==> src/rtl/core/kebt_pkg.sv <==
`timescale 1ns / 1ps
// ----------------------------------------------------------------------------
// kebt_pkg
// Shared types and byte constants of the key event to terminal byte encoder.
// ----------------------------------------------------------------------------
package kebt_pkg;

    // Longest byte sequence of one event, and the default event queue depth.
    localparam int unsigned SeqMax      = 7;
    localparam int unsigned SeqIdxW     = $clog2(SeqMax);
    localparam int unsigned SeqLenW     = $clog2(SeqMax + 1);
    localparam int unsigned QueueDepthD = 2;

    // Event kinds.
    localparam logic [1:0] KIND_NAMED = 2'd0;
    localparam logic [1:0] KIND_CHAR  = 2'd1;
    localparam logic [1:0] KIND_CMD   = 2'd2;

    // Named key codes.
    localparam logic [3:0] KEY_ESC   = 4'd0;
    localparam logic [3:0] KEY_ENTER = 4'd1;
    localparam logic [3:0] KEY_TAB   = 4'd2;
    localparam logic [3:0] KEY_BKSP  = 4'd3;
    localparam logic [3:0] KEY_UP    = 4'd4;
    localparam logic [3:0] KEY_DOWN  = 4'd5;
    localparam logic [3:0] KEY_RIGHT = 4'd6;
    localparam logic [3:0] KEY_LEFT  = 4'd7;
    localparam logic [3:0] KEY_HOME  = 4'd8;
    localparam logic [3:0] KEY_END   = 4'd9;
    localparam logic [3:0] KEY_INS   = 4'd10;
    localparam logic [3:0] KEY_DEL   = 4'd11;
    localparam logic [3:0] KEY_PGUP  = 4'd12;
    localparam logic [3:0] KEY_PGDN  = 4'd13;

    // Editing command codes.
    localparam logic [3:0] CMD_WORD_LEFT  = 4'd0;
    localparam logic [3:0] CMD_WORD_RIGHT = 4'd1;
    localparam logic [3:0] CMD_ROW_START  = 4'd2;
    localparam logic [3:0] CMD_ROW_END    = 4'd3;
    localparam logic [3:0] CMD_PAGE_UP    = 4'd4;
    localparam logic [3:0] CMD_PAGE_DOWN  = 4'd5;

    // Modifier mask bits.
    localparam int unsigned MOD_SHIFT_BIT = 0;
    localparam int unsigned MOD_ALT_BIT   = 1;
    localparam int unsigned MOD_CTRL_BIT  = 2;

    // Byte values.
    localparam logic [7:0] B_ESC   = 8'h1b;
    localparam logic [7:0] B_CR    = 8'h0d;
    localparam logic [7:0] B_TAB   = 8'h09;
    localparam logic [7:0] B_DEL   = 8'h7f;
    localparam logic [7:0] B_LBRK  = 8'h5b;
    localparam logic [7:0] B_TILDE = 8'h7e;
    localparam logic [7:0] B_SEMI  = 8'h3b;
    localparam logic [7:0] B_ZERO  = 8'h30;
    localparam logic [7:0] B_ONE   = 8'h31;
    localparam logic [7:0] B_TWO   = 8'h32;
    localparam logic [7:0] B_THREE = 8'h33;
    localparam logic [7:0] B_FIVE  = 8'h35;
    localparam logic [7:0] B_SIX   = 8'h36;
    localparam logic [7:0] B_UP_A  = 8'h41;
    localparam logic [7:0] B_F     = 8'h46;
    localparam logic [7:0] B_H     = 8'h48;
    localparam logic [7:0] B_Z     = 8'h5a;
    localparam logic [7:0] B_LC_B  = 8'h62;
    localparam logic [7:0] B_LC_F  = 8'h66;
    localparam logic [7:0] B_SOH   = 8'h01;
    localparam logic [7:0] B_ENQ   = 8'h05;
    localparam logic [7:0] B_CONT  = 8'h80;
    localparam logic [7:0] B_LEAD2 = 8'hc0;
    localparam logic [7:0] B_LEAD3 = 8'he0;
    localparam logic [7:0] B_LEAD4 = 8'hf0;

    // One event's byte sequence as it travels through the queue.
    typedef struct packed {
        logic [SeqMax-1:0][7:0] bytes;
        logic [SeqLenW-1:0]     len;
    } t_seq;

    typedef struct packed {
        logic full;
        logic empty;
    } t_fifo_status;

endpackage

==> src/rtl/core/kebt_front.sv <==
`timescale 1ns / 1ps
// ----------------------------------------------------------------------------
// kebt_front
// Classifies one key or command event and builds its complete byte sequence.
// ----------------------------------------------------------------------------
module kebt_front (
    input  logic [1:0]   i_kind,
    input  logic         i_is_release,
    input  logic [3:0]   i_key_code,
    input  logic [3:0]   i_command_code,
    input  logic [20:0]  i_codepoint,
    input  logic         i_has_shifted,
    input  logic [20:0]  i_shifted_codepoint,
    input  logic [5:0]   i_modifier_mask,
    output kebt_pkg::t_seq o_seq
);
    import kebt_pkg::*;

    logic [20:0] w_cp;
    logic [20:0] w_fold;
    logic [6:0]  w_param;
    logic [3:0]  w_tens;
    logic [3:0]  w_units;
    logic [7:0]  w_fin;
    logic [3:0][7:0] w_utf;
    logic [2:0]  w_utf_len;
    t_seq        w_seq;

    assign w_cp = i_has_shifted ? i_shifted_codepoint : i_codepoint;

    // xterm modifier parameter and its two decimal digits (value at most 64).
    assign w_param = {1'b0, i_modifier_mask} + 7'd1;
    always_comb begin
        if (w_param >= 7'd60) begin
            w_tens = 4'd6;
        end else if (w_param >= 7'd50) begin
            w_tens = 4'd5;
        end else if (w_param >= 7'd40) begin
            w_tens = 4'd4;
        end else if (w_param >= 7'd30) begin
            w_tens = 4'd3;
        end else if (w_param >= 7'd20) begin
            w_tens = 4'd2;
        end else if (w_param >= 7'd10) begin
            w_tens = 4'd1;
        end else begin
            w_tens = 4'd0;
        end
    end
    assign w_units = 4'(w_param - ({3'd0, w_tens} * 7'd10));

    assign w_fin = B_UP_A + {6'd0, i_key_code[1:0]};

    // Control folds lower case letters onto upper case.
    assign w_fold = (w_cp >= 21'h61 && w_cp <= 21'h7a) ? (w_cp - 21'h20) : w_cp;

    always_comb begin
        w_utf = '0;
        if (w_cp <= 21'h7f) begin
            w_utf[0]  = w_cp[7:0];
            w_utf_len = 3'd1;
        end else if (w_cp <= 21'h7ff) begin
            w_utf[0]  = B_LEAD2 | {3'd0, w_cp[10:6]};
            w_utf[1]  = B_CONT | {2'd0, w_cp[5:0]};
            w_utf_len = 3'd2;
        end else if (w_cp <= 21'hffff) begin
            w_utf[0]  = B_LEAD3 | {4'd0, w_cp[15:12]};
            w_utf[1]  = B_CONT | {2'd0, w_cp[11:6]};
            w_utf[2]  = B_CONT | {2'd0, w_cp[5:0]};
            w_utf_len = 3'd3;
        end else begin
            w_utf[0]  = B_LEAD4 | {5'd0, w_cp[20:18]};
            w_utf[1]  = B_CONT | {2'd0, w_cp[17:12]};
            w_utf[2]  = B_CONT | {2'd0, w_cp[11:6]};
            w_utf[3]  = B_CONT | {2'd0, w_cp[5:0]};
            w_utf_len = 3'd4;
        end
    end

    always_comb begin
        w_seq = '0;
        case (i_kind)
            KIND_NAMED: begin
                if (!i_is_release) begin
                    case (i_key_code)
                        KEY_ESC: begin
                            w_seq.bytes[0] = B_ESC;
                            w_seq.len      = SeqLenW'(1);
                        end
                        KEY_ENTER: begin
                            w_seq.bytes[0] = B_CR;
                            w_seq.len      = SeqLenW'(1);
                        end
                        KEY_TAB: begin
                            if (i_modifier_mask[MOD_SHIFT_BIT]) begin
                                w_seq.bytes[0] = B_ESC;
                                w_seq.bytes[1] = B_LBRK;
                                w_seq.bytes[2] = B_Z;
                                w_seq.len      = SeqLenW'(3);
                            end else begin
                                w_seq.bytes[0] = B_TAB;
                                w_seq.len      = SeqLenW'(1);
                            end
                        end
                        KEY_BKSP: begin
                            w_seq.bytes[0] = B_DEL;
                            w_seq.len      = SeqLenW'(1);
                        end
                        KEY_UP, KEY_DOWN, KEY_RIGHT, KEY_LEFT: begin
                            w_seq.bytes[0] = B_ESC;
                            w_seq.bytes[1] = B_LBRK;
                            if (w_param == 7'd1) begin
                                w_seq.bytes[2] = w_fin;
                                w_seq.len      = SeqLenW'(3);
                            end else begin
                                w_seq.bytes[2] = B_ONE;
                                w_seq.bytes[3] = B_SEMI;
                                if (w_tens != 4'd0) begin
                                    w_seq.bytes[4] = B_ZERO | {4'd0, w_tens};
                                    w_seq.bytes[5] = B_ZERO | {4'd0, w_units};
                                    w_seq.bytes[6] = w_fin;
                                    w_seq.len      = SeqLenW'(7);
                                end else begin
                                    w_seq.bytes[4] = B_ZERO | {4'd0, w_units};
                                    w_seq.bytes[5] = w_fin;
                                    w_seq.len      = SeqLenW'(6);
                                end
                            end
                        end
                        KEY_HOME, KEY_END: begin
                            w_seq.bytes[0] = B_ESC;
                            w_seq.bytes[1] = B_LBRK;
                            w_seq.bytes[2] = (i_key_code == KEY_HOME) ? B_H : B_F;
                            w_seq.len      = SeqLenW'(3);
                        end
                        KEY_INS, KEY_DEL, KEY_PGUP, KEY_PGDN: begin
                            w_seq.bytes[0] = B_ESC;
                            w_seq.bytes[1] = B_LBRK;
                            case (i_key_code)
                                KEY_INS:  w_seq.bytes[2] = B_TWO;
                                KEY_DEL:  w_seq.bytes[2] = B_THREE;
                                KEY_PGUP: w_seq.bytes[2] = B_FIVE;
                                default:  w_seq.bytes[2] = B_SIX;
                            endcase
                            w_seq.bytes[3] = B_TILDE;
                            w_seq.len      = SeqLenW'(4);
                        end
                        default: begin
                            w_seq.len = '0;
                        end
                    endcase
                end
            end
            KIND_CHAR: begin
                if (!i_is_release) begin
                    if (i_modifier_mask[MOD_CTRL_BIT]) begin
                        // Control gives a control code or nothing; alt is ignored.
                        if (w_fold >= 21'h40 && w_fold <= 21'h5f) begin
                            w_seq.bytes[0] = {3'd0, w_fold[4:0]};
                            w_seq.len      = SeqLenW'(1);
                        end else if (w_fold == 21'h3f) begin
                            w_seq.bytes[0] = B_DEL;
                            w_seq.len      = SeqLenW'(1);
                        end
                    end else if (i_modifier_mask[MOD_ALT_BIT]) begin
                        w_seq.bytes[0] = B_ESC;
                        w_seq.bytes[1] = w_utf[0];
                        w_seq.bytes[2] = w_utf[1];
                        w_seq.bytes[3] = w_utf[2];
                        w_seq.bytes[4] = w_utf[3];
                        w_seq.len      = SeqLenW'(w_utf_len) + SeqLenW'(1);
                    end else begin
                        w_seq.bytes[0] = w_utf[0];
                        w_seq.bytes[1] = w_utf[1];
                        w_seq.bytes[2] = w_utf[2];
                        w_seq.bytes[3] = w_utf[3];
                        w_seq.len      = SeqLenW'(w_utf_len);
                    end
                end
            end
            KIND_CMD: begin
                case (i_command_code)
                    CMD_WORD_LEFT, CMD_WORD_RIGHT: begin
                        w_seq.bytes[0] = B_ESC;
                        w_seq.bytes[1] = (i_command_code == CMD_WORD_LEFT) ? B_LC_B : B_LC_F;
                        w_seq.len      = SeqLenW'(2);
                    end
                    CMD_ROW_START: begin
                        w_seq.bytes[0] = B_SOH;
                        w_seq.len      = SeqLenW'(1);
                    end
                    CMD_ROW_END: begin
                        w_seq.bytes[0] = B_ENQ;
                        w_seq.len      = SeqLenW'(1);
                    end
                    CMD_PAGE_UP, CMD_PAGE_DOWN: begin
                        w_seq.bytes[0] = B_ESC;
                        w_seq.bytes[1] = B_LBRK;
                        w_seq.bytes[2] = (i_command_code == CMD_PAGE_UP) ? B_FIVE : B_SIX;
                        w_seq.bytes[3] = B_TILDE;
                        w_seq.len      = SeqLenW'(4);
                    end
                    default: begin
                        w_seq.len = '0;
                    end
                endcase
            end
            default: begin
                w_seq.len = '0;
            end
        endcase
    end

    assign o_seq = w_seq;

endmodule

==> src/rtl/core/kebt_fifo.sv <==
`timescale 1ns / 1ps
// ----------------------------------------------------------------------------
// kebt_fifo
// Small queue of byte sequences between the classifier and the serializer.
// ----------------------------------------------------------------------------
module kebt_fifo #(
    parameter int unsigned Depth = kebt_pkg::QueueDepthD
) (
    input  logic                 i_clk,
    input  logic                 i_rst_n,
    input  logic                 i_wr,
    input  kebt_pkg::t_seq       i_wr_data,
    input  logic                 i_rd,
    output kebt_pkg::t_seq       o_rd_data,
    output kebt_pkg::t_fifo_status o_status
);
    import kebt_pkg::*;

    localparam int unsigned PtrW = (Depth > 1) ? $clog2(Depth) : 1;
    localparam int unsigned CntW = $clog2(Depth + 1);

    t_seq            r_mem [Depth];
    logic [PtrW-1:0] r_wr_ptr, n_wr_ptr;
    logic [PtrW-1:0] r_rd_ptr, n_rd_ptr;
    logic [CntW-1:0] r_count, n_count;
    logic            w_do_wr;
    logic            w_do_rd;

    assign o_status.full  = (r_count == CntW'(Depth));
    assign o_status.empty = (r_count == '0);
    assign w_do_wr = i_wr && !o_status.full;
    assign w_do_rd = i_rd && !o_status.empty;

    always_comb begin
        n_wr_ptr = r_wr_ptr;
        n_rd_ptr = r_rd_ptr;
        n_count  = r_count;
        if (w_do_wr) begin
            n_wr_ptr = (r_wr_ptr == PtrW'(Depth - 1)) ? '0 : r_wr_ptr + 1'b1;
        end
        if (w_do_rd) begin
            n_rd_ptr = (r_rd_ptr == PtrW'(Depth - 1)) ? '0 : r_rd_ptr + 1'b1;
        end
        if (w_do_wr && !w_do_rd) begin
            n_count = r_count + 1'b1;
        end else if (w_do_rd && !w_do_wr) begin
            n_count = r_count - 1'b1;
        end
    end

    always_ff @(posedge i_clk) begin
        if (!i_rst_n) begin
            r_wr_ptr <= '0;
            r_rd_ptr <= '0;
            r_count  <= '0;
        end else begin
            r_wr_ptr <= n_wr_ptr;
            r_rd_ptr <= n_rd_ptr;
            r_count  <= n_count;
        end
    end

    always_ff @(posedge i_clk) begin
        if (w_do_wr) begin
            r_mem[r_wr_ptr] <= i_wr_data;
        end
    end

    assign o_rd_data = r_mem[r_rd_ptr];

endmodule

==> src/rtl/core/kebt_back.sv <==
`timescale 1ns / 1ps
// ----------------------------------------------------------------------------
// kebt_back
// Serializes queued byte sequences into a registered byte-wide output.
// ----------------------------------------------------------------------------
module kebt_back (
    input  logic           i_clk,
    input  logic           i_rst_n,
    input  logic           i_q_empty,
    input  kebt_pkg::t_seq i_q_data,
    output logic           o_q_pop,
    input  logic           i_pop,
    output logic           o_empty,
    output logic [7:0]     o_out_byte,
    output logic           o_last,
    output logic           o_busy
);
    import kebt_pkg::*;

    t_seq               r_cur;
    logic               r_cur_valid;
    logic [SeqIdxW-1:0] r_idx;
    logic               r_out_valid;
    logic [7:0]         r_out_byte;
    logic               r_out_last;
    logic               w_emit;
    logic               w_is_last;
    logic               w_load;

    assign w_is_last = (SeqLenW'(r_idx) == r_cur.len - SeqLenW'(1));
    assign w_emit    = r_cur_valid && (!r_out_valid || i_pop);
    assign w_load    = !i_q_empty && (!r_cur_valid || (w_emit && w_is_last));
    assign o_q_pop   = w_load;

    always_ff @(posedge i_clk) begin
        if (!i_rst_n) begin
            r_cur_valid <= 1'b0;
            r_out_valid <= 1'b0;
            r_idx       <= '0;
        end else begin
            if (w_load) begin
                r_cur_valid <= 1'b1;
                r_idx       <= '0;
            end else if (w_emit) begin
                r_cur_valid <= !w_is_last;
                r_idx       <= r_idx + 1'b1;
            end
            if (w_emit) begin
                r_out_valid <= 1'b1;
            end else if (i_pop) begin
                r_out_valid <= 1'b0;
            end
        end
    end

    always_ff @(posedge i_clk) begin
        if (w_load) begin
            r_cur <= i_q_data;
        end
        if (w_emit) begin
            r_out_byte <= r_cur.bytes[r_idx];
            r_out_last <= w_is_last;
        end
    end

    assign o_empty    = !r_out_valid;
    assign o_out_byte = r_out_byte;
    assign o_last     = r_out_last;
    assign o_busy     = r_cur_valid;

endmodule

==> src/rtl/core/key_event_to_terminal_bytes_unit.sv <==
`timescale 1ns / 1ps
// ----------------------------------------------------------------------------
// key_event_to_terminal_bytes_unit
// Encodes key and editing-command events into xterm-style terminal bytes.
// ----------------------------------------------------------------------------
// One event enters per cycle while full is low; the front classifies it and
// writes its whole byte sequence (up to seven bytes) into a queue of
// QueueDepth entries, and events that produce no bytes are dropped there.
// The back drains the queue at one byte per cycle while each byte is popped as
// it appears; the serializer is what sets the sustained rate. The first byte of
// an event passes from the queue through the serializer's sequence register
// into the output register, and last marks the final byte of each event.
module key_event_to_terminal_bytes_unit #(
    parameter int unsigned QueueDepth = kebt_pkg::QueueDepthD
) (
    input  logic        i_clk,
    input  logic        i_rst_n,
    input  logic        push,
    output logic        full,
    input  logic [1:0]  i_kind,
    input  logic        i_is_release,
    input  logic [3:0]  i_key_code,
    input  logic [3:0]  i_command_code,
    input  logic [20:0] i_codepoint,
    input  logic        i_has_shifted,
    input  logic [20:0] i_shifted_codepoint,
    input  logic [5:0]  i_modifier_mask,
    output logic        empty,
    input  logic        pop,
    output logic [7:0]  o_out_byte,
    output logic        o_last
);
    import kebt_pkg::*;

    t_seq         w_seq;
    t_seq         w_q_data;
    t_fifo_status w_q_status;
    logic         w_q_wr;
    logic         w_q_pop;
    logic         w_back_busy;

    kebt_front u_front (
        .i_kind              (i_kind),
        .i_is_release        (i_is_release),
        .i_key_code          (i_key_code),
        .i_command_code      (i_command_code),
        .i_codepoint         (i_codepoint),
        .i_has_shifted       (i_has_shifted),
        .i_shifted_codepoint (i_shifted_codepoint),
        .i_modifier_mask     (i_modifier_mask),
        .o_seq               (w_seq)
    );

    assign full   = w_q_status.full;
    assign w_q_wr = push && !w_q_status.full && (w_seq.len != '0);

    kebt_fifo #(
        .Depth (QueueDepth)
    ) u_fifo (
        .i_clk     (i_clk),
        .i_rst_n   (i_rst_n),
        .i_wr      (w_q_wr),
        .i_wr_data (w_seq),
        .i_rd      (w_q_pop),
        .o_rd_data (w_q_data),
        .o_status  (w_q_status)
    );

    kebt_back u_back (
        .i_clk      (i_clk),
        .i_rst_n    (i_rst_n),
        .i_q_empty  (w_q_status.empty),
        .i_q_data   (w_q_data),
        .o_q_pop    (w_q_pop),
        .i_pop      (pop),
        .o_empty    (empty),
        .o_out_byte (o_out_byte),
        .o_last     (o_last),
        .o_busy     (w_back_busy)
    );

`ifndef SYNTHESIS
    a_queue_status: assert property (@(posedge i_clk) disable iff (!i_rst_n)
        !(w_q_status.full && w_q_status.empty))
        else $error("event queue reports full and empty at once");

    a_pop_needs_data: assert property (@(posedge i_clk) disable iff (!i_rst_n)
        w_q_pop |-> !w_q_status.empty)
        else $error("serializer took a sequence from an empty queue");

    a_escape_pending: assert property (@(posedge i_clk) disable iff (!i_rst_n)
        (push && !full && i_kind == KIND_NAMED && !i_is_release && i_key_code == KEY_ESC)
        |=> (!w_q_status.empty || w_back_busy || !empty))
        else $error("escape key transfer left no pending output");
`endif

endmodule

==> config.mk <==
export PLATFORM = sky130hd
export DESIGN_NAME = key_event_to_terminal_bytes_unit
export DESIGN_NICKNAME = d
export VERILOG_FILES = /design/src/rtl/core/kebt_pkg.sv /design/src/rtl/core/kebt_front.sv /design/src/rtl/core/kebt_fifo.sv /design/src/rtl/core/kebt_back.sv /design/src/rtl/core/key_event_to_terminal_bytes_unit.sv
export SDC_FILE = /design/constraint.sdc
export NUM_CORES = 1
export LEC_CHECK = 0
export ABC_AREA = 1
export BUFFER_PORTS_ARGS = -buffer_cell sky130_fd_sc_hd__clkbuf_2
export CORE_MARGIN = 5
export CORE_UTILIZATION = 61
export CTS_CLUSTER_DIAMETER = 200
export CTS_CLUSTER_SIZE = 25
export DETAILED_ROUTE_END_ITERATION = 12
export PLACE_DENSITY = 0.86
export SETUP_SLACK_MARGIN = 0.2
export SLEW_MARGIN = 10
export SYNTH_ARGS = -nofsm -noshare
export SYNTH_HDL_FRONTEND = slang
export SYNTH_HIERARCHICAL = 1
export SYNTH_SLANG_ARGS = --single-unit
==> constraint.sdc <==
create_clock -name i_clk -period 6.3 [get_ports i_clk]
set_input_delay 0.315 -clock i_clk [delete_from_list [all_inputs] [get_ports i_clk]]
set_output_delay 0.315 -clock i_clk [all_outputs]
set_load 0.03 [all_outputs]
==> impl_metrics.json <==
{
  "status": "finished, final reports clean",
  "min-delay-path-class": "in2reg",
  "grt_pass1_vias": 7387,
  "rsz0062_at_grt": "no",
  "start_kind": "input port",
  "cp.arrival_ps": 4760,
  "synthTopCellsByArea": "edfxtp_1, nand2_1, mux2_2",
  "slew_violations": 0,
  "htree_levels": 4,
  "viasPerCell": 5.80,
  "clock_path_buffers": 2,
  "pin_count": 75,
  "min-delay-start": "pop",
  "cts_hold_buffers": 0,
  "ys_seq_area_frac": 0.556,
  "path_clk_slew_ps": 70,
  "worstPathMaxFanout": 47,
  "antenna_found_initial": 0,
  "die_x_um": 141,
  "p_leak_nw": 4.63,
  "topRoutingLayerUsed": "met4",
  "layout-drive-gt1-share": 0.212,
  "critPathRequiredTime_ps": 6420,
  "synthCells": 1049,
  "wl_met3_mm": 2.11,
  "layout_worst_path_cycle_share": 0.737,
  "grt_pass1_wl_mm": 40.2,
  "dr.pass1.iters": 6,
  "start_util": 0.626,
  "ir_drop_v": 0.000219,
  "fin_tns_setup_ps": 0,
  "worstSkewPairLatency_ps": 440,
  "cp-startpoint": "i_has_shifted",
  "worstSetupPathType": "in2reg",
  "wl_met2_mm": 11.8,
  "grt-ovfl-total": 0,
  "ys_ff_latch": 196,
  "wl_mm": 26.0,
  "yosysUniqueCellTypes": 57,
  "cts_tree": "yes",
  "port_buffers": 74,
  "yosysWarnings": 6,
  "core_area_mm2": 0.0166,
  "core.rowCount": 47,
  "numCtsBuffers": 17,
  "avgSynthCellArea_um2": 9.93,
  "synth-edff-count": 186,
  "syn_to_final_growth_pct": 10.8,
  "fin_crit_ps": 4640,
  "track_usage": 0.265,
  "wl_per_cell_um": 19.2,
  "postCtsSetupRepairBufs": 0,
  "nets": 1197,
  "vias": 7846,
  "worst_pin_slew_ps": 866,
  "drt_iter0_markers": 930,
  "num-fill-cells": 1193,
  "drcViolationCount": 0,
  "cellPowerDensity_mw_per_mm2": 312,
  "syn_area_mm2": 0.0104,
  "hold_viol": 0,
  "num_antenna_cells": 0,
  "synth_top_area_cell": "edfxtp_1",
  "drv_cap": 0,
  "power_mw": 3.60,
  "cts_root_buffer": "clkbuf_16",
  "die_h_um": 141,
  "max_freq_mhz": 216,
  "async_flop_share": 0,
  "ys.flop_type": "edfxtp_1",
  "endpoint_kind": "flop",
  "place_hpwl_mm": 18.7,
  "yosysTopAreaCellShare": 0.536,
  "timing.rr.start": "u_back/r_idx[1]",
  "die_area_mm2": 0.0198,
  "wl_met1_mm": 10.8,
  "drtAntennaViolNets": 0,
  "cts_sinks": 196,
  "cts_resized": 0,
  "relSlewSlack": 0.417,
  "place_congestion": 0.967,
  "synthTopCellsByCount": "nand2_1, edfxtp_1, nor2_1, inv_1, nand3_1",
  "setup_viol": 0,
  "fin_skew_ps": 14.1,
  "grt_max_degree": 61,
  "yosysMostFrequentCell": "nand2_1"
}
==> logic make-up (layout without fill, tap and decap cells) <==
family                     Yosys count  in the layout  synth area share
DFF                                196            196             0.556
buffers and inverters              156            234            0.0690
adders and majority gates           14             14            0.0175
xor gates and xnor gates             9              9           0.00829
muxes                               59             59            0.0674
and+or+nand+nor                    460            460             0.193
other                                1              6          0.000360
AOI/OAI and AO/OA                  154            154            0.0888
==> sequential cells by signal (all words and copies together), names as in the netlist, named ones only <==
signal              count
u_back/o_last           1
u_back/r_cur           59
u_fifo/r_mem          118
u_back/r_out_valid      1
u_back/o_out_byte       8
u_fifo/r_count          2
u_fifo/r_wr_ptr         1
u_fifo/r_rd_ptr         1
u_back/r_idx            3
u_back/o_busy           1
==> stage by stage <==
stage / instances / utilization / worst slack (ps) / hold WS (ps) / cell area [um2]
after global routing: 1352 / 0.693 / 1110 / 199 / 11500
after global placement: 1320 / 0.656 / 1510 / 479 / 10900
after floorplan: 1054 / - / 892 / 436 / 10400
after detailed placement: 1320 / 0.656 / 1390 / 501 / 10900
after CTS: 1352 / 0.693 / 1730 / 170 / 11500
final: 1352 / 0.693 / 1660 / 184 / 11500
==> metal layers <==
metal	up-vias	GRT usage
met5	-	0
met4	0	0.115
met3	77	0.0406
met2	424	0.416
met1	3627	0.370
li1	3718	-
==> area by class of cell <==
cell class,count,area (um2),share of cell area
Clock buffer,17,425,0.0369
Clock inverter,15,199,0.0172
Inverter,121,459,0.0398
Multi-Input combinational cell,702,3940,0.342
Sequential cell,196,5790,0.502
Tap cell,220,275,0.0239
Timing Repair Buffer,81,448,0.0388
==> layout by cell type (no fill, tap or decap), types with 5 or more instances in the layout <==
cell type,n
nand2_1,227
edfxtp_1,186
nor2_1,117
inv_1,104
clkbuf_2,74
nand3_1,51
mux2_2,49
o21ai_0,44
a21oi_1,44
nand2_2,19
clkbuf_16,17
o21ai_1,14
inv_2,13
ha_1,13
a31oi_1,12
o221ai_1,11
nor2_2,10
mux2_4,10
dfxtp_1,9
nor3_1,7
nor2_4,6
xor2_1,6
o211ai_1,6
a22oi_1,6
conb_1,6
buf_4,5
nand4_1,5
==> worst max-delay path, stage by stage <==
cell and delay (ps):
clkbuf_2 260, inv_2 350, nand2_1 90, nand2_1 200, inv_1 110, nor2_1 160
nand3_1 150, nor2_1 200, nand3_1 140, nand3_1 90, nand2_1 250, inv_1 250
nand2_2 160, nand2_1 130, ha_1 150, nand2_1 70, xor2_1 180, nand2_1 70
nand2_1 100, inv_1 60, a21oi_2 140, o21ai_0 310, nor2_4 470, buf_12 310
==> power breakdown <==
group | total, mW | internal, mW | switching [mW]
clock network | 1.11 | 0.578 | 0.529
registers | 1.74 | 1.67 | 0.0692
logic | 0.759 | 0.240 | 0.519
==> path summary, 6_finish.rpt <==
kind	to	slack, ps	cells past startpoint
hold / removal	u_back/r_out_valid	180	4
setup reg to reg	u_fifo/r_count[1]	2880	18
setup / recovery	u_fifo/r_mem[1][49]	1660	24
hold reg to reg	u_back/o_busy	510	2
Power figures use the tool's default switching activity.
